<file path="config.mk">
export PLATFORM = sky130hd
export DESIGN_NAME = colon_record_field_parser_top_flat
export DESIGN_NICKNAME = d
export VERILOG_FILES = /design/src/sv/cprf_pkg.sv /design/src/sv/cprf_in_if.sv /design/src/sv/cprf_out_if.sv /design/src/sv/cprf_cfg_if.sv /design/src/sv/colon_record_field_parser_top.sv /design/src/flat_wrapper.sv
export VERILOG_INCLUDE_DIRS = /design/src /design/src/sv
export SDC_FILE = /design/constraint.sdc
export NUM_CORES = 1
export LEC_CHECK = 0
export BUFFER_PORTS_ARGS = -buffer_cell sky130_fd_sc_hd__buf_2
export CORE_MARGIN = 2
export CORE_UTILIZATION = 40
export CTS_CLUSTER_SIZE = 30
export DETAILED_ROUTE_END_ITERATION = 10
export HOLD_SLACK_MARGIN = 0.12
export PLACE_DENSITY_LB_ADDON = 0.05
export SKIP_CTS_REPAIR_TIMING = 1
export SYNTH_ARGS = -nofsm -noshare
export SYNTH_HDL_FRONTEND = slang
export SYNTH_SLANG_ARGS = --single-unit
</file>
<file path="constraint.sdc">
create_clock -name i_clk -period 6.6 [get_ports i_clk]
set_clock_uncertainty 0.1 [all_clocks]
set_input_delay 1.32 -clock i_clk [delete_from_list [all_inputs] [get_ports i_clk]]
set_output_delay 1.32 -clock i_clk [all_outputs]
set_load 0.02 [all_outputs]
</file>
<file path="src/sv/colon_record_field_parser_top_assert.svh">
// ----------------------------------------------------------------------------
// colon record field parser assertion macros
// concurrent checks sampled on i_clk, off while i_rst_n is low
// ----------------------------------------------------------------------------
`ifndef COLON_RECORD_FIELD_PARSER_TOP_ASSERT_SVH
`define COLON_RECORD_FIELD_PARSER_TOP_ASSERT_SVH

// consequent must hold in the same cycle as the antecedent
`define CPRF_ASSERT_SAME(lbl, ante, cons, msg) \
    lbl: assert property (@(posedge i_clk) disable iff (!i_rst_n) (ante) |-> (cons)) \
        else $error(msg);

// consequent must hold in the cycle after the antecedent
`define CPRF_ASSERT_NEXT(lbl, ante, cons, msg) \
    lbl: assert property (@(posedge i_clk) disable iff (!i_rst_n) (ante) |=> (cons)) \
        else $error(msg);

`endif

</file>
<file path="src/sv/cprf_pkg.sv">
// ----------------------------------------------------------------------------
// cprf_pkg
// types and constants of the colon record field parser
// ----------------------------------------------------------------------------
package cprf_pkg;

    localparam int unsigned BYTE_W   = 8;
    localparam int unsigned FIELD_W  = 3;
    localparam int unsigned OFFSET_W = 16;
    localparam int unsigned ID_W     = 17;
    localparam int unsigned TOTAL_W  = 17;
    localparam int unsigned CNT_W    = 3;
    localparam int unsigned BUFLEN_W = 16;

    typedef logic [BYTE_W-1:0]   t_byte;
    typedef logic [FIELD_W-1:0]  t_field;
    typedef logic [OFFSET_W-1:0] t_offset;
    typedef logic [ID_W-1:0]     t_id;
    typedef logic [TOTAL_W-1:0]  t_total;
    typedef logic [CNT_W-1:0]    t_cnt;
    typedef logic [BUFLEN_W-1:0] t_buflen;

    // field codes
    localparam t_field FLD_NAME    = 3'd0;
    localparam t_field FLD_PASSWD  = 3'd1;
    localparam t_field FLD_UID     = 3'd2;
    localparam t_field FLD_GID     = 3'd3;
    localparam t_field FLD_COMMENT = 3'd4;
    localparam t_field FLD_HOME    = 3'd5;
    localparam t_field FLD_SHELL   = 3'd6;
    localparam t_field FLD_EXTRA   = 3'd7;

    localparam t_byte   SEP_CHAR      = 8'h3A;
    localparam t_byte   NL_CHAR       = 8'h0A;
    localparam t_byte   ASCII_ZERO    = 8'h30;
    localparam t_byte   ASCII_NINE    = 8'h39;
    localparam t_field  COLONS_NEEDED = 3'd6;
    localparam t_cnt    MAX_DIGITS    = 3'd5;
    localparam t_cnt    DIGIT_CNT_MAX = 3'd7;
    localparam t_total  TOTAL_MAX     = 17'h1FFFF;
    localparam t_offset OFFSET_MAX    = 16'hFFFF;
    localparam t_buflen BUFLEN_RESET  = 16'd1024;
    localparam logic [3:0] RADIX      = 4'd10;
    localparam logic [2:0] TERM_GAPS  = 3'd5;

    typedef struct packed {
        t_field  field_number;
        t_byte   char_out;
        logic    is_content;
        t_offset buffer_offset;
        logic    record_done;
        logic    status;
        t_id     user_id;
        t_id     group_id;
    } t_result;

    function automatic logic is_string_field(input t_field f);
        return (f == FLD_NAME) || (f == FLD_PASSWD) || (f == FLD_COMMENT) ||
               (f == FLD_HOME) || (f == FLD_SHELL);
    endfunction

    // number of string fields ahead of this one, i.e. terminator gaps so far
    function automatic logic [2:0] string_ordinal(input t_field f);
        logic [2:0] ord;
        case (f)
            FLD_PASSWD:  ord = 3'd1;
            FLD_COMMENT: ord = 3'd2;
            FLD_HOME:    ord = 3'd3;
            FLD_SHELL:   ord = 3'd4;
            default:     ord = 3'd0;
        endcase
        return ord;
    endfunction

endpackage

</file>
<file path="src/sv/cprf_in_if.sv">
// ----------------------------------------------------------------------------
// cprf_in_if
// byte input channel: one record byte and its last-byte flag per transfer
// ----------------------------------------------------------------------------
interface cprf_in_if;
    import cprf_pkg::*;

    logic  valid;
    logic  ready;
    t_byte char_in;
    logic  line_last;

    modport source (output valid, output char_in, output line_last, input ready);
    modport sink   (input valid, input char_in, input line_last, output ready);
endinterface

</file>
<file path="src/sv/cprf_out_if.sv">
// ----------------------------------------------------------------------------
// cprf_out_if
// result channel: one parse result per input byte
// ----------------------------------------------------------------------------
interface cprf_out_if;
    import cprf_pkg::*;

    logic    valid;
    logic    ready;
    t_field  field_number;
    t_byte   char_out;
    logic    is_content;
    t_offset buffer_offset;
    logic    record_done;
    logic    status;
    t_id     user_id;
    t_id     group_id;

    modport source (
        output valid, output field_number, output char_out, output is_content,
        output buffer_offset, output record_done, output status,
        output user_id, output group_id, input ready
    );
    modport sink (
        input valid, input field_number, input char_out, input is_content,
        input buffer_offset, input record_done, input status,
        input user_id, input group_id, output ready
    );
endinterface

</file>
<file path="src/sv/cprf_cfg_if.sv">
// ----------------------------------------------------------------------------
// cprf_cfg_if
// configuration write channel for the buffer length register
// ----------------------------------------------------------------------------
interface cprf_cfg_if;
    import cprf_pkg::*;

    logic    valid;
    logic    ready;
    t_buflen buffer_length;

    modport source (output valid, output buffer_length, input ready);
    modport sink   (input valid, input buffer_length, output ready);
endinterface

</file>
<file path="src/sv/colon_record_field_parser_top.sv">
// ----------------------------------------------------------------------------
// colon_record_field_parser_top
// per-byte parser of seven-field colon separated account records
// ----------------------------------------------------------------------------
// usage:
//   i_in   takes one record byte per transfer with line_last on the final byte
//   o_out  gives one result per byte: field, content flag, packed offset, and
//          on the final byte record_done, status, user_id and group_id
//   i_cfg  writes buffer_length; always ready, write only while idle
// result: an accepted byte's result is registered in the output slot, or in
//   the skid slot if that is held; the field and number state update with it
// throughput: one byte per cycle while i_in.ready is high; the uid and gid
//   multiply-adds and overflow compare sit between state and result register
// stall: an output register plus a skid register; i_in.ready drops only
//   when both hold results, so a stalled receiver costs at most one byte
// reset: record state clears, both result slots empty, buffer_length 1024;
//   the block is ready as soon as reset is released
// ----------------------------------------------------------------------------
module colon_record_field_parser_top (
    input  logic       i_clk,
    input  logic       i_rst_n,
    cprf_in_if.sink    i_in,
    cprf_cfg_if.sink   i_cfg,
    cprf_out_if.source o_out
);
    import cprf_pkg::*;

    `include "colon_record_field_parser_top_assert.svh"

    // record state
    t_field  r_field;
    t_total  r_total;
    t_id     r_uid;
    t_id     r_gid;
    t_cnt    r_uid_cnt;
    t_cnt    r_gid_cnt;
    logic    r_bad;
    t_buflen r_buf_len;

    t_field  n_field;
    t_total  n_total;
    t_id     n_uid;
    t_id     n_gid;
    t_cnt    n_uid_cnt;
    t_cnt    n_gid_cnt;
    logic    n_bad;

    // output slot and skid slot
    logic    r_out_valid;
    logic    r_skid_valid;
    t_result r_out;
    t_result r_skid;
    t_result n_res;

    logic        in_acc;
    logic        out_take;
    logic        is_digit;
    logic [3:0]  digit;
    logic [20:0] uid_mac;
    logic [20:0] gid_mac;
    logic [17:0] pos;
    logic [17:0] need;
    logic        final_nl;

    assign i_in.ready  = !r_skid_valid;
    assign in_acc      = i_in.valid && i_in.ready;
    assign out_take    = o_out.valid && o_out.ready;
    assign i_cfg.ready = 1'b1;

    assign is_digit = (i_in.char_in >= ASCII_ZERO) && (i_in.char_in <= ASCII_NINE);
    assign digit    = 4'(i_in.char_in - ASCII_ZERO);
    assign uid_mac  = {4'b0, r_uid} * {17'b0, RADIX} + {17'b0, digit};
    assign gid_mac  = {4'b0, r_gid} * {17'b0, RADIX} + {17'b0, digit};
    assign pos      = {1'b0, r_total} + {15'b0, string_ordinal(r_field)};
    assign final_nl = i_in.line_last && (r_field == FLD_SHELL) && (i_in.char_in == NL_CHAR);

    always_comb begin
        n_field   = r_field;
        n_total   = r_total;
        n_uid     = r_uid;
        n_gid     = r_gid;
        n_uid_cnt = r_uid_cnt;
        n_gid_cnt = r_gid_cnt;
        n_bad     = r_bad;

        n_res               = '0;
        n_res.field_number  = r_field;
        n_res.char_out      = i_in.char_in;

        if (i_in.char_in == SEP_CHAR) begin
            if (r_field != FLD_EXTRA) begin
                n_field = r_field + 3'd1;
            end
        end else if (r_field == FLD_UID) begin
            if (!is_digit) begin
                n_bad = 1'b1;
            end else begin
                // digits past the fifth are counted but not accumulated
                if (r_uid_cnt < MAX_DIGITS) begin
                    n_uid = uid_mac[ID_W-1:0];
                end
                if (r_uid_cnt != DIGIT_CNT_MAX) begin
                    n_uid_cnt = r_uid_cnt + 3'd1;
                end
            end
        end else if (r_field == FLD_GID) begin
            if (!is_digit) begin
                n_bad = 1'b1;
            end else begin
                if (r_gid_cnt < MAX_DIGITS) begin
                    n_gid = gid_mac[ID_W-1:0];
                end
                if (r_gid_cnt != DIGIT_CNT_MAX) begin
                    n_gid_cnt = r_gid_cnt + 3'd1;
                end
            end
        end else if (is_string_field(r_field) && !final_nl) begin
            n_res.is_content    = 1'b1;
            n_res.buffer_offset = (pos > {2'b0, OFFSET_MAX}) ? OFFSET_MAX
                                                               : pos[OFFSET_W-1:0];
            if (r_total != TOTAL_MAX) begin
                n_total = r_total + 17'd1;
            end
        end

        // string bytes plus one terminator per string field
        need = {1'b0, n_total} + {15'b0, TERM_GAPS};

        if (i_in.line_last) begin
            n_res.record_done = 1'b1;
            n_res.status      = n_bad || (n_field != COLONS_NEEDED) ||
                                (n_uid_cnt > MAX_DIGITS) || (n_gid_cnt > MAX_DIGITS) ||
                                (need >= {2'b0, r_buf_len});
            n_res.user_id     = n_uid;
            n_res.group_id    = n_gid;
        end
    end

    always_ff @(posedge i_clk) begin
        if (!i_rst_n) begin
            r_field   <= FLD_NAME;
            r_total   <= '0;
            r_uid     <= '0;
            r_gid     <= '0;
            r_uid_cnt <= '0;
            r_gid_cnt <= '0;
            r_bad     <= 1'b0;
        end else if (in_acc) begin
            if (i_in.line_last) begin
                r_field   <= FLD_NAME;
                r_total   <= '0;
                r_uid     <= '0;
                r_gid     <= '0;
                r_uid_cnt <= '0;
                r_gid_cnt <= '0;
                r_bad     <= 1'b0;
            end else begin
                r_field   <= n_field;
                r_total   <= n_total;
                r_uid     <= n_uid;
                r_gid     <= n_gid;
                r_uid_cnt <= n_uid_cnt;
                r_gid_cnt <= n_gid_cnt;
                r_bad     <= n_bad;
            end
        end
    end

    always_ff @(posedge i_clk) begin
        if (!i_rst_n) begin
            r_buf_len <= BUFLEN_RESET;
        end else if (i_cfg.valid && i_cfg.ready) begin
            r_buf_len <= i_cfg.buffer_length;
        end
    end

    // result slots: new results fill the output slot when it frees up,
    // otherwise park in the skid slot
    always_ff @(posedge i_clk) begin
        if (!i_rst_n) begin
            r_out_valid  <= 1'b0;
            r_skid_valid <= 1'b0;
        end else begin
            if (in_acc) begin
                if (!r_out_valid || out_take) begin
                    r_out_valid <= 1'b1;
                end else begin
                    r_skid_valid <= 1'b1;
                end
            end else if (out_take) begin
                r_out_valid  <= r_skid_valid;
                r_skid_valid <= 1'b0;
            end
        end
    end

    always_ff @(posedge i_clk) begin
        if (in_acc) begin
            if (!r_out_valid || out_take) begin
                r_out <= n_res;
            end else begin
                r_skid <= n_res;
            end
        end else if (out_take && r_skid_valid) begin
            r_out <= r_skid;
        end
    end

    assign o_out.valid         = r_out_valid;
    assign o_out.field_number  = r_out.field_number;
    assign o_out.char_out      = r_out.char_out;
    assign o_out.is_content    = r_out.is_content;
    assign o_out.buffer_offset = r_out.buffer_offset;
    assign o_out.record_done   = r_out.record_done;
    assign o_out.status        = r_out.status;
    assign o_out.user_id       = r_out.user_id;
    assign o_out.group_id      = r_out.group_id;

    `CPRF_ASSERT_SAME(a_skid_behind_out, r_skid_valid, r_out_valid,
        "skid slot full while output slot empty")
    `CPRF_ASSERT_NEXT(a_clear_after_last, in_acc && i_in.line_last,
        (r_field == FLD_NAME) && (r_total == '0) && !r_bad,
        "record state not cleared after last byte")
    `CPRF_ASSERT_SAME(a_ids_only_at_end, o_out.valid && !o_out.record_done,
        !o_out.status && (o_out.user_id == '0) && (o_out.group_id == '0),
        "record end fields set on a mid-record result")
    `CPRF_ASSERT_SAME(a_offset_only_content, o_out.valid && !o_out.is_content,
        o_out.buffer_offset == '0, "offset set on a non-content result")

endmodule

</file>
<file path="src/flat_wrapper.sv">
// flat-port wrapper written by rule: the top's interface ports become plain ports
module colon_record_field_parser_top_flat import cprf_pkg::*;
  (i_clk, i_rst_n, i_in_valid, i_in_char_in, i_in_line_last, i_in_ready, i_cfg_valid, i_cfg_buffer_length, i_cfg_ready, o_out_valid, o_out_field_number, o_out_char_out, o_out_is_content, o_out_buffer_offset, o_out_record_done, o_out_status, o_out_user_id, o_out_group_id, o_out_ready);
  cprf_in_if i_in_i ();
  cprf_cfg_if i_cfg_i ();
  cprf_out_if o_out_i ();
  input  logic i_clk;
  input  logic i_rst_n;
  input wire logic [$bits(i_in_i.valid)-1:0] i_in_valid;
  input wire logic [$bits(i_in_i.char_in)-1:0] i_in_char_in;
  input wire logic [$bits(i_in_i.line_last)-1:0] i_in_line_last;
  output wire logic [$bits(i_in_i.ready)-1:0] i_in_ready;
  input wire logic [$bits(i_cfg_i.valid)-1:0] i_cfg_valid;
  input wire logic [$bits(i_cfg_i.buffer_length)-1:0] i_cfg_buffer_length;
  output wire logic [$bits(i_cfg_i.ready)-1:0] i_cfg_ready;
  output wire logic [$bits(o_out_i.valid)-1:0] o_out_valid;
  output wire logic [$bits(o_out_i.field_number)-1:0] o_out_field_number;
  output wire logic [$bits(o_out_i.char_out)-1:0] o_out_char_out;
  output wire logic [$bits(o_out_i.is_content)-1:0] o_out_is_content;
  output wire logic [$bits(o_out_i.buffer_offset)-1:0] o_out_buffer_offset;
  output wire logic [$bits(o_out_i.record_done)-1:0] o_out_record_done;
  output wire logic [$bits(o_out_i.status)-1:0] o_out_status;
  output wire logic [$bits(o_out_i.user_id)-1:0] o_out_user_id;
  output wire logic [$bits(o_out_i.group_id)-1:0] o_out_group_id;
  input wire logic [$bits(o_out_i.ready)-1:0] o_out_ready;
  assign i_in_i.valid = i_in_valid;
  assign i_in_i.char_in = i_in_char_in;
  assign i_in_i.line_last = i_in_line_last;
  assign i_in_ready = i_in_i.ready;
  assign i_cfg_i.valid = i_cfg_valid;
  assign i_cfg_i.buffer_length = i_cfg_buffer_length;
  assign i_cfg_ready = i_cfg_i.ready;
  assign o_out_valid = o_out_i.valid;
  assign o_out_field_number = o_out_i.field_number;
  assign o_out_char_out = o_out_i.char_out;
  assign o_out_is_content = o_out_i.is_content;
  assign o_out_buffer_offset = o_out_i.buffer_offset;
  assign o_out_record_done = o_out_i.record_done;
  assign o_out_status = o_out_i.status;
  assign o_out_user_id = o_out_i.user_id;
  assign o_out_group_id = o_out_i.group_id;
  assign o_out_i.ready = o_out_ready;
  colon_record_field_parser_top u_core (.i_clk(i_clk), .i_rst_n(i_rst_n), .i_in(i_in_i), .i_cfg(i_cfg_i), .o_out(o_out_i));
endmodule
</file>
-- After elaboration in Yosys (flattened, before gate mapping)
Cells that the tools add are included.
- register bits: 207
- bits in latches: 0
- bits in writable memories: 0
- bits in read-only memories: 0
- input port bits: 30
- output and inout bits: 67
- memories: 0
- $add $sub $neg: 9
- multiply operators: 2
- div/mod/pow operators: 0
- magnitude comparators: 8
- equality and inequality tests: 15
- shift operators: 0
- mux-type cells: 52
- bitwise logic cells: 1
- reduce and logical (&&, ||, !) cells: 26
- operator list (kind ; count):
    17-bit two-way mux ; 21
    64-bit two-way mux ; 3
    3-bit two-way mux ; 14
    36-bit two-way mux ; 1
    17-bit by 4-bit adder with 17-bit output ; 2
    17-bit by 3-bit multiplier with 16-bit output (second input constant) ; 2
    17-bit by 3-bit adder with 18-bit output ; 1
    17-bit by 3-bit adder with 18-bit output (second input constant) ; 1
    18-bit by 16-bit greater-or-equal comparator with 1-bit output ; 1
    18-bit by 16-bit > comparator with 1-bit output (second input constant) ; 1
    17-bit by 1-bit adder with 17-bit output (second input constant) ; 1
    17-bit inequality test (second input constant) ; 1
    16-bit two-way mux ; 1
    3-bit inequality test (second input constant) ; 4
    3-bit one-hot mux with 4 select lines ; 1
    1-bit two-way mux ; 11
    3-bit by 1-bit adder with 3-bit output (second input constant) ; 3
    3-bit == test (second input constant) ; 3
    1-bit logical OR ; 9
    8-bit by 4-bit == test with 1-bit output (second input constant) ; 1
    8-bit by 6-bit == test with 1-bit output (second input constant) ; 1
    8-bit by 6-bit greater-or-equal comparator with 1-bit output (second input constant) ; 1
    8-bit by 6-bit less-or-equal comparator with 1-bit output (second input constant) ; 1
    2-bit AND reduction ; 4
    other kinds (11) ; 24

-- Depth between registers and ports, before layout
Gate-level depths: netlist (run 1).
- depth in word-level cells: 16
- mapped depth: 25
- gate-level depth less buffers: 23

-- Worst setup path after synthesis (run 1)
No wires, ideal clock.
- path kind: input to register
- start: in i_in_valid
- end: reg u_core.r_out (netlist bit u_core.o_out.buffer_offset[0]), enable pin
- setup time: 507 ps
- arrival time: 5391 ps
- required time: 5993 ps
- path slack: 601 ps
- stages on the path: 6
- path buffers: 3
- cells stage by stage: nor2b_1 clkbuf_1 clkbuf_1 buf_1 a21oi_1 a21oi_1
- longest elaborated chain between the ends: 3
- elaborated cells on any way between the ends: 4
- those cells by class: 1 x eq/ne; 3 x reduce/logical
- ends and longest elaborated chain (item ; RTL line ; text):
    from (decl) ; flat_wrapper.sv:9 ; input wire logic [$bits(i_in_i.valid)-1:0] i_in_valid;
    1-bit logical AND * ; colon_record_field_parser_top.sv:66 ; assign in_acc = i_in.valid && i_in.ready;
    2-bit inequality test (no line) / 2-bit nonzero test (equally long branches) ; -- ;
    2-bit AND reduction (no line) * ; -- ;
    to (signal assigned) ; colon_record_field_parser_top.sv:200 ; r_out <= n_res;
    to (signal assigned) ; colon_record_field_parser_top.sv:205 ; r_out <= r_skid;
    to (decl) ; colon_record_field_parser_top.sv:51 ; t_result r_out;
Mark *: on every way between the ends. The rest lies on a longest branch, timed or not.
A chain may end at the register's enable or synchronous reset.

-- Worst setup path in the final report (run 1)
- start: in i_in_char_in[0]
- end: reg u_core.r_out (netlist bit u_core.o_out.status) (data pin)
- longest elaborated chain between the ends: 14
- elaborated cells on any way between the ends: 36
- those cells by class: 1 x add/sub; 5 x order compare; 3 x eq/ne; 19 x mux; 8 x reduce/logical
- ends and longest elaborated chain (item ; RTL line ; text):
    from (decl) ; flat_wrapper.sv:10 ; input wire logic [$bits(i_in_i.char_in)-1:0] i_in_char_in;
    8-bit by 4-bit == test with 1-bit output ; colon_record_field_parser_top.sv:75 ; assign final_nl = i_in.line_last && (r_field == FLD_SHELL) && (i_in.char_in == NL_CHAR);
    1-bit logical AND ; colon_record_field_parser_top.sv:75 ;
    1-bit zero test ; colon_record_field_parser_top.sv:117 ; end else if (is_string_field(r_field) && !final_nl) begin
    1-bit logical AND ; colon_record_field_parser_top.sv:117 ;
    17-bit two-way mux ; colon_record_field_parser_top.sv:117 ;
    17-bit two-way mux ; colon_record_field_parser_top.sv:106 ; end else if (r_field == FLD_GID) begin
    17-bit two-way mux ; colon_record_field_parser_top.sv:94 ; end else if (r_field == FLD_UID) begin
    17-bit two-way mux ; colon_record_field_parser_top.sv:90 ; if (i_in.char_in == SEP_CHAR) begin
    17-bit by 3-bit adder with 18-bit output ; colon_record_field_parser_top.sv:127 ; need = {1'b0, n_total} + {15'b0, TERM_GAPS};
    18-bit by 16-bit greater-or-equal comparator with 1-bit output ; colon_record_field_parser_top.sv:133 ; (need >= {2'b0, r_buf_len});
    1-bit logical OR * ; colon_record_field_parser_top.sv:132 ; (n_uid_cnt > MAX_DIGITS) || (n_gid_cnt > MAX_DIGITS) ||
    36-bit two-way mux * ; colon_record_field_parser_top.sv:129 ; if (i_in.line_last) begin
    64-bit two-way mux * ; colon_record_field_parser_top.sv:199 ; if (!r_out_valid || out_take) begin
    64-bit two-way mux * ; colon_record_field_parser_top.sv:198 ; if (in_acc) begin
Mark *: on every way between the ends. The rest lies on a longest branch, timed or not. The select of a mux whose other input is x is not followed.

==> results of run 1 <==
## layer usage
layer	wire, µm	track usage [%]	share of wire (%)	vias to the layer above
li1	-	-	-	4806
met1	17300	31.3	54	4535
met2	13000	27.9	40	221
met3	1530	2.38	4.7	29
met4	425	3.48	1.3	0
met5	0	0	0	-
## how the worst min path moves through the flow
stage,from,endpoint,cells past startpoint
2_1_floorplan,u_core.r_field[2]$_SDFFE_PN0P_,u_core.r_skid[63]$_DFFE_PP_,0
3_3_place_gp,u_core.r_gid[16]$_SDFFE_PN0P_,u_core.r_gid[16]$_SDFFE_PN0P_,2
3_5_place_dp,u_core.r_gid[16]$_SDFFE_PN0P_,u_core.r_gid[16]$_SDFFE_PN0P_,2
4_1_cts,u_core.r_gid[16]$_SDFFE_PN0P_,u_core.r_gid[16]$_SDFFE_PN0P_,2
5_1_grt,u_core.r_gid[16]$_SDFFE_PN0P_,u_core.r_gid[16]$_SDFFE_PN0P_,2
6_report,u_core.r_gid[16]$_SDFFE_PN0P_,u_core.r_gid[16]$_SDFFE_PN0P_,2
## stage by stage
stage                     power [µW]  hold slack (ns)  cells
after floorplan                 1630            0.303   1283
after CTS                       3040            0.372   1764
after global placement          1730            0.358   1718
after detailed placement        1730            0.364   1718
after global routing            3120            0.395   1764
final                           3010            0.369   1764
## registers in the layout (all words and copies together), names as in the netlist
register / count
u_core.r_total: 17
u_core.o_out.status: 1
u_core.o_out.field_number: 3
u_core.r_buf_len: 16
u_core.o_out.record_done: 1
u_core.o_out.is_content: 1
u_core.r_bad: 1
u_core.r_uid: 17
u_core.r_skid: 64
u_core.o_out.char_out: 8
u_core.r_field: 3
u_core.r_gid: 17
u_core.o_out.valid: 1
u_core.r_gid_cnt: 3
u_core.r_skid_valid: 1
u_core.o_out.buffer_offset: 16
u_core.o_out.group_id: 17
u_core.r_uid_cnt: 3
u_core.o_out.user_id: 17
## cell type report
| class | instances | share of cell area, % |
|---|---|---|
| clock buffer | 32 | 4.69 |
| sequential | 207 | 38.5 |
| timing repair buffer | 112 | 4.28 |
| clock inverter | 14 | 0.790 |
| inverter | 43 | 1.14 |
| multi-input combinational | 960 | 47.1 |
| tap | 396 | 3.51 |
## worst max-delay path, stage by stage
cell	delay [ns]
buf_2	0.17
nand4bb_4	0.29
or3_1	0.49
and3_1	0.20
o21ai_0	0.20
ha_1	0.25
a311o_1	0.14
o31ai_1	0.11
a21oi_1	0.37
or4b_4	0.55
nor2_1	0.15
xnor2_1	0.15
ha_1	0.26
and4_1	0.21
and2_1	0.16
a31oi_1	0.16
nand4_1	0.10
a2111oi_0	0.31
o21ai_1	0.15
a22o_1	0.22
## cell families after synthesis
kind of cell | Yosys count | synth area share, %
flops | 207 | 43.4
xor+xnor | 85 | 5.95
other cells | 1 | 0.0300
compound gates | 284 | 14.9
buf+inv | 116 | 3.69
fa+ha+maj | 89 | 9.21
simple gates | 442 | 17.8
mux | 59 | 4.99
## power by group through the flow
stage | combinational [µW] | clock, µW | sequential (µW)
after floorplan | 118 | 0 | 1510
after global placement | 258 | 0 | 1470
after detailed placement | 258 | 0 | 1470
after CTS | 259 | 1340 | 1440
after global routing | 279 | 1400 | 1450
final | 256 | 1310 | 1440
## synth_stat cells (3+ instances only)
| master | number |
|---|---|
| a211oi_1 | 10 |
| a21boi_0 | 12 |
| a21o_1 | 11 |
| a21oi_1 | 64 |
| a22oi_1 | 20 |
| a311o_1 | 3 |
| a31o_2 | 3 |
| a31oi_1 | 6 |
| a32oi_1 | 5 |
| a41oi_1 | 5 |
| and2_1 | 24 |
| and3_1 | 12 |
| and3b_1 | 3 |
| buf_1 | 5 |
| buf_2 | 7 |
| clkbuf_1 | 56 |
| dfxtp_1 | 79 |
| edfxtp_1 | 128 |
| fa_1 | 5 |
| ha_1 | 84 |
| inv_1 | 42 |
| mux2_2 | 27 |
| mux2i_1 | 32 |
| nand2_1 | 121 |
| nand2b_1 | 12 |
| nand3_1 | 34 |
| nand4_1 | 13 |
| nor2_1 | 99 |
| nor2b_1 | 55 |
| nor3_1 | 25 |
| nor4_1 | 12 |
| nor4b_1 | 3 |
| o211a_1 | 3 |
| o211ai_1 | 7 |
| o21a_1 | 8 |
| o21ai_0 | 67 |
| o21ai_1 | 4 |
| o22ai_1 | 3 |
| o31a_1 | 3 |
| o31ai_1 | 28 |
| or2_2 | 4 |
| or3_1 | 8 |
| or4_1 | 3 |
| xnor2_1 | 55 |
| xor2_1 | 30 |
==> impl_metrics.py, run 1 <==
metrics = {
    "outcome": {
        "status": "finished clean",
    },
    "sta": {
        "slew_viol_final": 0,
        "finalCritPeriodShare_pct": 87.6,
        "hold_violations": 0,
        "fmax_ghz": 0.173,
        "period_minus_slack_ns": 5.78,
        "setup-tns-final_ns": 0,
        "fin_ws_ns": 0.820,
        "max_slew_margin_pct": 28.1,
        "rsz0062_at_grt": "false",
        "tightest_slew_ns": 1.07,
        "finalSetupViolCount": 0,
    },
    "logic_synthesis": {
        "ys_seq_area_share_pct": 43.4,
        "synth_top_cell_area_share_pct": 30.7,
        "yosys_warnings": 0,
        "synth-edff-count": 128,
        "ys.flop_type": "edfxtp_1",
        "synth_nets": 1402,
        "ys_ff_latch": 207,
        "syn_inst": 1283,
        "syn-cell-area_um2": 12500,
        "postSynth.asyncResetShare_pct": 0,
        "synth_top_cell_by_area": "edfxtp_1",
        "synth.area.top_cells": "edfxtp_1 31%, dfxtp_1 13%, ha_1 8.4%, xnor2_1 3.9%, nand2_1 3.6%",
        "yosysUniqueCellTypes": 79,
        "avgSynthCellArea_um2": 9.75,
    },
    "clock_network": {
        "cts-root-to-sink-buffers": 3,
        "clockRootBuffer": "clkbuf_16",
        "cts_tree": "built",
        "numCtsBuffers": 25,
        "clk-insertion-delay-late_ns": 0.53,
        "clock-sinks": 207,
        "path_clk_slew_ns": 0.06,
        "h-tree-depth": 1,
    },
    "power_and_ir_drop": {
        "leakagePower_uw": 0.00535,
        "p_sw_uw": 751,
        "power_frac_seq_pct": 47.9,
        "powerDensity_nw_per_um2": 213,
        "ir_worst_vdd_mv": 0.170,
        "swShare_pct": 25.0,
        "pwr-share-comb_pct": 8.5,
        "p_int_uw": 2260,
        "pwr-share-clk_pct": 43.6,
    },
    "critical_path": {
        "cp.arrival_ns": 5.97,
        "crit_type": "primary input to register",
        "reg2reg_depth": 20,
        "reg2reg_slack_ns": 0.99,
        "path_max_fanout": 8,
        "worstSetupStartpointType": "primary input",
        "endpoint_kind": "register",
        "critPathRequiredTime_ns": 6.79,
        "timing.rr.start": "u_core.r_total[0]$_SDFFE_PN0P_",
        "critical_path.endpoint": "u_core.o_out.status$_DFFE_PP_",
        "startpoint": "i_in_char_in[0]",
        "r2r-end": "u_core.o_out.status$_DFFE_PP_",
    },
    "floorplanning": {
        "die_w_um": 181,
        "die-area_um2": 32700,
        "pin_count": 97,
        "start_util_pct": 40.8,
        "core_um2": 30700,
        "rows": 64,
        "die_h_um": 181,
    },
    "global_routing": {
        "grt_pass1_vias": 9037,
        "overflow": 0,
        "grt.total_usage_pct": 19.5,
        "grt_pass1_wl_um": 51700,
        "grt_start_max_net_pins": 72,
        "antenna_found_initial": 1,
    },
    "final_layout": {
        "fill_cells": 2960,
        "final_common_cell": "edfxtp_1",
        "final_util_pct": 46.0,
        "antennaDiodeCount": 0,
        "design_area_um2": 14100,
        "nets": 1468,
        "area_growth_pct": 12.8,
        "regArea_um2": 5430,
        "multi_input_area_um2": 6650,
        "mostFrequentLayoutCells": "128 x edfxtp_1, 120 x nand2_1, 99 x nor2_1",
        "drive_gt1_share_pct": 14.5,
    },
    "placed_design": {
        "place_congestion": 0.882,
        "io_buffers": 95,
        "placed_cell_area_um2": 13300,
        "place_ws_ns": 0.318,
        "dp_hpwl_um": 22900,
    },
    "drt": {
        "wl_um": 32300,
        "via_count": 9591,
        "dr.first_iter.drc_count": 629,
        "postRouteAntennaNets": 0,
        "wire_per_inst_um": 18.3,
        "dr.pass1.iters": 5,
        "via_per_inst": 5.44,
        "drc": 0,
    },
    "job": {
        "cap_violations": 0,
    },
    "worst_hold_path": {
        "hp-class": "register to register",
    },
}
Note: power is estimated with default switching activity, not from simulation.
==> run 2: changes to the inputs <==
--- a/config.mk
+++ b/config.mk
@@ -7,12 +7,14 @@
 export NUM_CORES = 1
 export LEC_CHECK = 0
 export BUFFER_PORTS_ARGS = -buffer_cell sky130_fd_sc_hd__buf_2
+export CAP_MARGIN = 20
 export CORE_MARGIN = 2
 export CORE_UTILIZATION = 40
 export CTS_CLUSTER_SIZE = 30
 export DETAILED_ROUTE_END_ITERATION = 10
 export HOLD_SLACK_MARGIN = 0.12
 export PLACE_DENSITY_LB_ADDON = 0.05
+export RECOVER_POWER = 25
 export SKIP_CTS_REPAIR_TIMING = 1
 export SYNTH_ARGS = -nofsm -noshare
 export SYNTH_HDL_FRONTEND = slang
==> run 2 against run 1 <==
Net effect: routed wire length down 0.11%; largest cell class unchanged; final cell count about the same; largest power group unchanged; the flow now finishes with violations (capacitance limit, slew limit); fmax down 3.3%; utilization down 0.38 points.
==> impl_metrics.py, run 2 (same netlist as run 1, synthesis figures left out) <==
metrics = {
    "sta": {
        "fin_ws_ns": 0.621,
        "hold_violations": 0,
        "finalCritPeriodShare_pct": 90.6,
        "setup-tns-final_ns": 0,
        "rsz0062_at_grt": "false",
        "max_slew_margin_pct": -119,
        "period_minus_slack_ns": 5.98,
        "tightest_slew_ns": 3.28,
        "hold_slack_ns": 0.369,
        "finalSetupViolCount": 0,
        "slew_viol_final": 220,
        "fmax_ghz": 0.167,
    },
    "clock_network": {
        "clk-insertion-delay-late_ns": 0.53,
        "clockRootBuffer": "clkbuf_16",
        "h-tree-depth": 1,
        "numCtsBuffers": 25,
        "path_clk_slew_ns": 0.06,
        "clock-sinks": 207,
        "cts-root-to-sink-buffers": 3,
        "cts_tree": "built",
    },
    "outcome": {
        "status": "finished, violations left",
        "violations": "capacitance limit, slew limit",
    },
    "drt": {
        "dr.pass1.iters": 5,
        "wl_um": 32300,
        "wire_per_inst_um": 18.3,
        "via_count": 9603,
        "dr.first_iter.drc_count": 624,
        "via_per_inst": 5.44,
        "postRouteAntennaNets": 0,
        "drc": 0,
    },
    "floorplanning": {
        "start_util_pct": 40.8,
        "die_h_um": 181,
        "pin_count": 97,
        "rows": 64,
        "die_w_um": 181,
        "core_um2": 30700,
        "die-area_um2": 32700,
    },
    "placed_design": {
        "dp_hpwl_um": 22900,
        "place_congestion": 0.882,
        "place_ws_ns": 0.318,
        "io_buffers": 95,
    },
    "final_layout": {
        "area_growth_pct": 11.9,
        "antennaDiodeCount": 0,
        "drive_gt1_share_pct": 9.50,
        "nets": 1469,
        "mostFrequentLayoutCells": "128 x edfxtp_1, 121 x nand2_1, 99 x nor2_1",
        "final_common_cell": "edfxtp_1",
        "max_flop_register": "u_core.r_skid",
        "largest_register_ffs": 64,
    },
    "power_and_ir_drop": {
        "powerDensity_nw_per_um2": 214,
        "leakagePower_uw": 0.00515,
        "ir_worst_vdd_mv": 0.170,
    },
    "critical_path": {
        "path_max_fanout": 7,
        "crit_type": "primary input to register",
        "critPathRequiredTime_ns": 6.78,
        "endpoint_kind": "register",
        "worstSetupStartpointType": "primary input",
        "cp.arrival_ns": 6.16,
    },
    "global_routing": {
        "grt.total_usage_pct": 19.5,
        "antenna_found_initial": 1,
        "grt_start_max_net_pins": 72,
        "grt_pass1_vias": 9037,
        "overflow": 0,
        "grt_pass1_wl_um": 51700,
    },
    "job": {
        "cap_violations": 5,
    },
    "worst_hold_path": {
        "hp-class": "register to register",
    },
}
run 2: cell types whose count changed in the layout (fill, tap and decap cells not counted):
cell	delta
a21oi_1	+1
a21oi_4	-1
buf_2	-62
buf_4	-4
clkbuf_1	+67
nand2_1	+1
nand2_4	-1
nor2b_1	+1
nor2b_4	-1
run 2: through the flow:
step | util, % | power (µW) | std cells | cell area (µm²)
2_1_floorplan | - | 1630 | 1283 | 12500
3_3_place_gp | 43.5 | 1730 | 1718 | 13300
3_5_place_dp | 43.5 | 1730 | 1718 | 13300
4_1_cts | 46.0 | 3040 | 1764 | 14100
5_1_grt | 45.6 | 3110 | 1765 | 14000
6_report | 45.6 | 3000 | 1765 | 14000
run 2: where the power goes:
part / total (µW) / switching [µW] / internal (µW)
sequential: 1440 / 16.3 / 1430
combinational: 247 / 175 / 71.5
clock: 1310 / 557 / 751
total: 3000 / 749 / 2250
run 2: area by class of cell:
cell class,instances,area [µm²]
flip-flops and latches,207,5430
well taps,396,495
clock inverters,14,111
clock buffers,32,662
repair buffers,113,514
inverters,43,161
multi-input cells,960,6620
fillers,2996,16700
run 2: final timing paths:
| path | start | end | cells past startpoint | slack [ns] |
|---|---|---|---|---|
| setup reg to reg | u_core.r_total[0]$_SDFFE_PN0P_ | u_core.o_out.status$_DFFE_PP_ | 20 | 0.98 |
| setup / recovery | i_in_char_in[3] | u_core.o_out.status$_DFFE_PP_ | 20 | 0.62 |
| hold reg to reg | u_core.r_gid[16]$_SDFFE_PN0P_ | u_core.r_gid[16]$_SDFFE_PN0P_ | 2 | 0.37 |
| hold / removal | u_core.r_gid[16]$_SDFFE_PN0P_ | u_core.r_gid[16]$_SDFFE_PN0P_ | 2 | 0.37 |
run 2: layer usage:
| layer | part of all wire (%) | track usage, % | wire length (µm) | up-vias |
|---|---|---|---|---|
| li1 | - | - | - | 4803 |
| met1 | 54 | 31.3 | 17500 | 4552 |
| met2 | 40 | 27.9 | 13000 | 221 |
| met3 | 4.2 | 2.38 | 1360 | 27 |
| met4 | 1.3 | 3.48 | 423 | 0 |
| met5 | 0 | 0 | 0 | - |
run 2: critical path: stages:
cell and delay (ns):
clkbuf_1 0.43, nand4bb_4 0.21, or3_1 0.49, and3_1 0.20, o21ai_0 0.20, ha_1 0.25, a311o_1 0.14, o31ai_1 0.10
a21oi_1 0.38, or4b_4 0.56, nor4_1 0.37, xnor2_1 0.16, ha_1 0.24, nand2_1 0.08, nor2_1 0.05, a31oi_1 0.18
nand4_1 0.10, a2111oi_0 0.31, o21ai_1 0.15, a22o_1 0.22
==> run 3: changes to the inputs <==
--- a/config.mk
+++ b/config.mk
@@ -9,7 +9,7 @@
 export BUFFER_PORTS_ARGS = -buffer_cell sky130_fd_sc_hd__buf_2
 export CAP_MARGIN = 20
 export CORE_MARGIN = 2
-export CORE_UTILIZATION = 40
+export CORE_UTILIZATION = 45
 export CTS_CLUSTER_SIZE = 30
 export DETAILED_ROUTE_END_ITERATION = 10
 export HOLD_SLACK_MARGIN = 0.12
==> run 3 against run 2 <==
Net effect: utilization rose by 5.4 points; largest power group unchanged; register-to-register slack improved by 0.04 ns; via count shrank 0.28%; largest cell class unchanged; combinational power is essentially flat; clock power increased by 9.9%; flip-flop and latch count is the same; critical endpoint unchanged; the flow still finishes with violations (capacitance limit, slew limit); hold slack improved by 0.0033 ns.
==> impl_metrics.py, run 3 (same netlist as run 1, synthesis figures left out) <==
metrics = {
    "drt": {
        "dr_wl_met2_um": 13300,
        "wire_per_inst_um": 17.7,
        "top_layer": "met4",
        "dr.first_iter.drc_count": 727,
        "wl_um": 30900,
        "via_per_inst": 5.49,
        "drt-met1-wl_um": 15300,
        "met3_length_um": 1660,
        "via_count": 9576,
        "drc": 0,
        "postRouteAntennaNets": 0,
        "dr.pass1.iters": 5,
    },
    "sta": {
        "fin_ws_ns": 0.727,
        "max_slew_margin_pct": -101,
        "slew_viol_final": 162,
        "period_minus_slack_ns": 5.87,
        "finalCritPeriodShare_pct": 89.0,
        "fmax_ghz": 0.170,
        "setup-tns-final_ns": 0,
        "finalSetupViolCount": 0,
        "hold_violations": 0,
        "rsz0062_at_grt": "false",
        "tightest_slew_ns": 3.02,
    },
    "power_and_ir_drop": {
        "powerDensity_nw_per_um2": 223,
        "pwr-share-clk_pct": 46.1,
        "ir_worst_vdd_mv": 0.149,
        "p_int_uw": 2400,
        "swShare_pct": 23.5,
        "pwr-share-comb_pct": 7.9,
        "power_frac_seq_pct": 46.0,
        "leakagePower_uw": 0.00518,
        "p_sw_uw": 735,
    },
    "global_routing": {
        "grt_pass1_wl_um": 49200,
        "antenna_found_initial": 0,
        "overflow": 0,
        "grt_start_max_net_pins": 77,
        "grt.total_usage_pct": 21.2,
        "grt_pass1_vias": 8981,
    },
    "final_layout": {
        "largest_register_ffs": 64,
        "mostFrequentLayoutCells": "128 x edfxtp_1, 121 x nand2_1, 99 x nor2_1",
        "final_common_cell": "edfxtp_1",
        "area_growth_pct": 12.5,
        "drive_gt1_share_pct": 9.14,
        "antennaDiodeCount": 0,
        "nets": 1468,
        "max_flop_register": "u_core.r_skid",
    },
    "clock_network": {
        "h-tree-depth": 1,
        "numCtsBuffers": 24,
        "cts_tree": "built",
        "path_clk_slew_ns": 0.06,
        "clockRootBuffer": "clkbuf_16",
        "cts-root-to-sink-buffers": 3,
        "clk-insertion-delay-late_ns": 0.52,
        "clock-sinks": 207,
    },
    "critical_path": {
        "cp.arrival_ns": 6.03,
        "critPathRequiredTime_ns": 6.76,
        "path_max_fanout": 7,
        "endpoint_kind": "register",
        "crit_type": "primary input to register",
        "worstSetupStartpointType": "primary input",
    },
    "placed_design": {
        "dp_hpwl_um": 21600,
        "place_congestion": 0.863,
        "io_buffers": 95,
        "place_ws_ns": 0.355,
    },
    "job": {
        "cap_violations": 3,
    },
    "worst_hold_path": {
        "hp-class": "register to register",
    },
    "outcome": {
        "status": "finished, violations left",
        "violations": "capacitance limit, slew limit",
    },
    "floorplanning": {
        "die_w_um": 171,
        "die_h_um": 171,
        "start_util_pct": 45.4,
        "core_um2": 27600,
        "die-area_um2": 29100,
        "rows": 61,
        "pin_count": 97,
    },
}
## run 3: stage by stage
step / area (µm²) / power [µW] / util (%) / instances / hold WS [ns]
final: 14100 / 3130 / 51.1 / 1745 / 0.373
after global routing: 14100 / 3240 / 51.1 / 1745 / 0.387
after global placement: 13300 / 1720 / 48.3 / 1699 / 0.357
after CTS: 14100 / 3170 / 51.3 / 1743 / 0.375
after detailed placement: 13300 / 1720 / 48.3 / 1699 / 0.365
after floorplan: 12500 / 1630 / - / 1283 / 0.303
## run 3: power groups by stage
stage | registers, µW | clock network [µW] | logic [µW]
finish | 1440 | 1440 | 246
global route | 1450 | 1520 | 271
CTS | 1440 | 1470 | 256
detailed placement | 1470 | 0 | 255
global placement | 1470 | 0 | 255
floorplan | 1510 | 0 | 118
## run 3: worst paths after layout
path	start	end	slack, ns	depth (start not counted)
setup / recovery	i_in_char_in[1]	u_core.o_out.status$_DFFE_PP_	0.73	21
hold / removal	u_core.r_gid[16]$_SDFFE_PN0P_	u_core.r_gid[16]$_SDFFE_PN0P_	0.37	2
setup reg to reg	u_core.r_field[0]$_SDFFE_PN0P_	u_core.o_out.status$_DFFE_PP_	1.02	22
hold reg to reg	u_core.r_gid[16]$_SDFFE_PN0P_	u_core.r_gid[16]$_SDFFE_PN0P_	0.37	2
## run 3: metal layers
layer  vias to the layer above  track usage [%]
met4                         0             5.35
li1                       4801                -
met3                        49             3.40
met2                       249             32.8
met5                         -                0
met1                      4477             30.9
## run 3: final cells by class
class	count	area [µm²]
timing repair buffer	113	519
clock buffer	30	654
clock inverter	14	196
sequential	207	5430
inverter	43	161
fill	2596	13500
tap	378	473
multi-input combinational	960	6640
## run 3: critical path: stages
cell	delay (ns)
clkbuf_1	0.37
nand4bb_4	0.20
or3_1	0.49
and3_1	0.19
o21ai_0	0.20
ha_1	0.26
a311o_1	0.13
o31ai_1	0.11
a21oi_1	0.31
or4b_4	0.55
nor2_1	0.16
xnor2_1	0.14
ha_1	0.25
and4_1	0.21
and2_1	0.17
o21ai_0	0.08
a31o_2	0.13
a31oi_1	0.08
a2111oi_0	0.27
o21ai_1	0.18
a22o_1	0.23
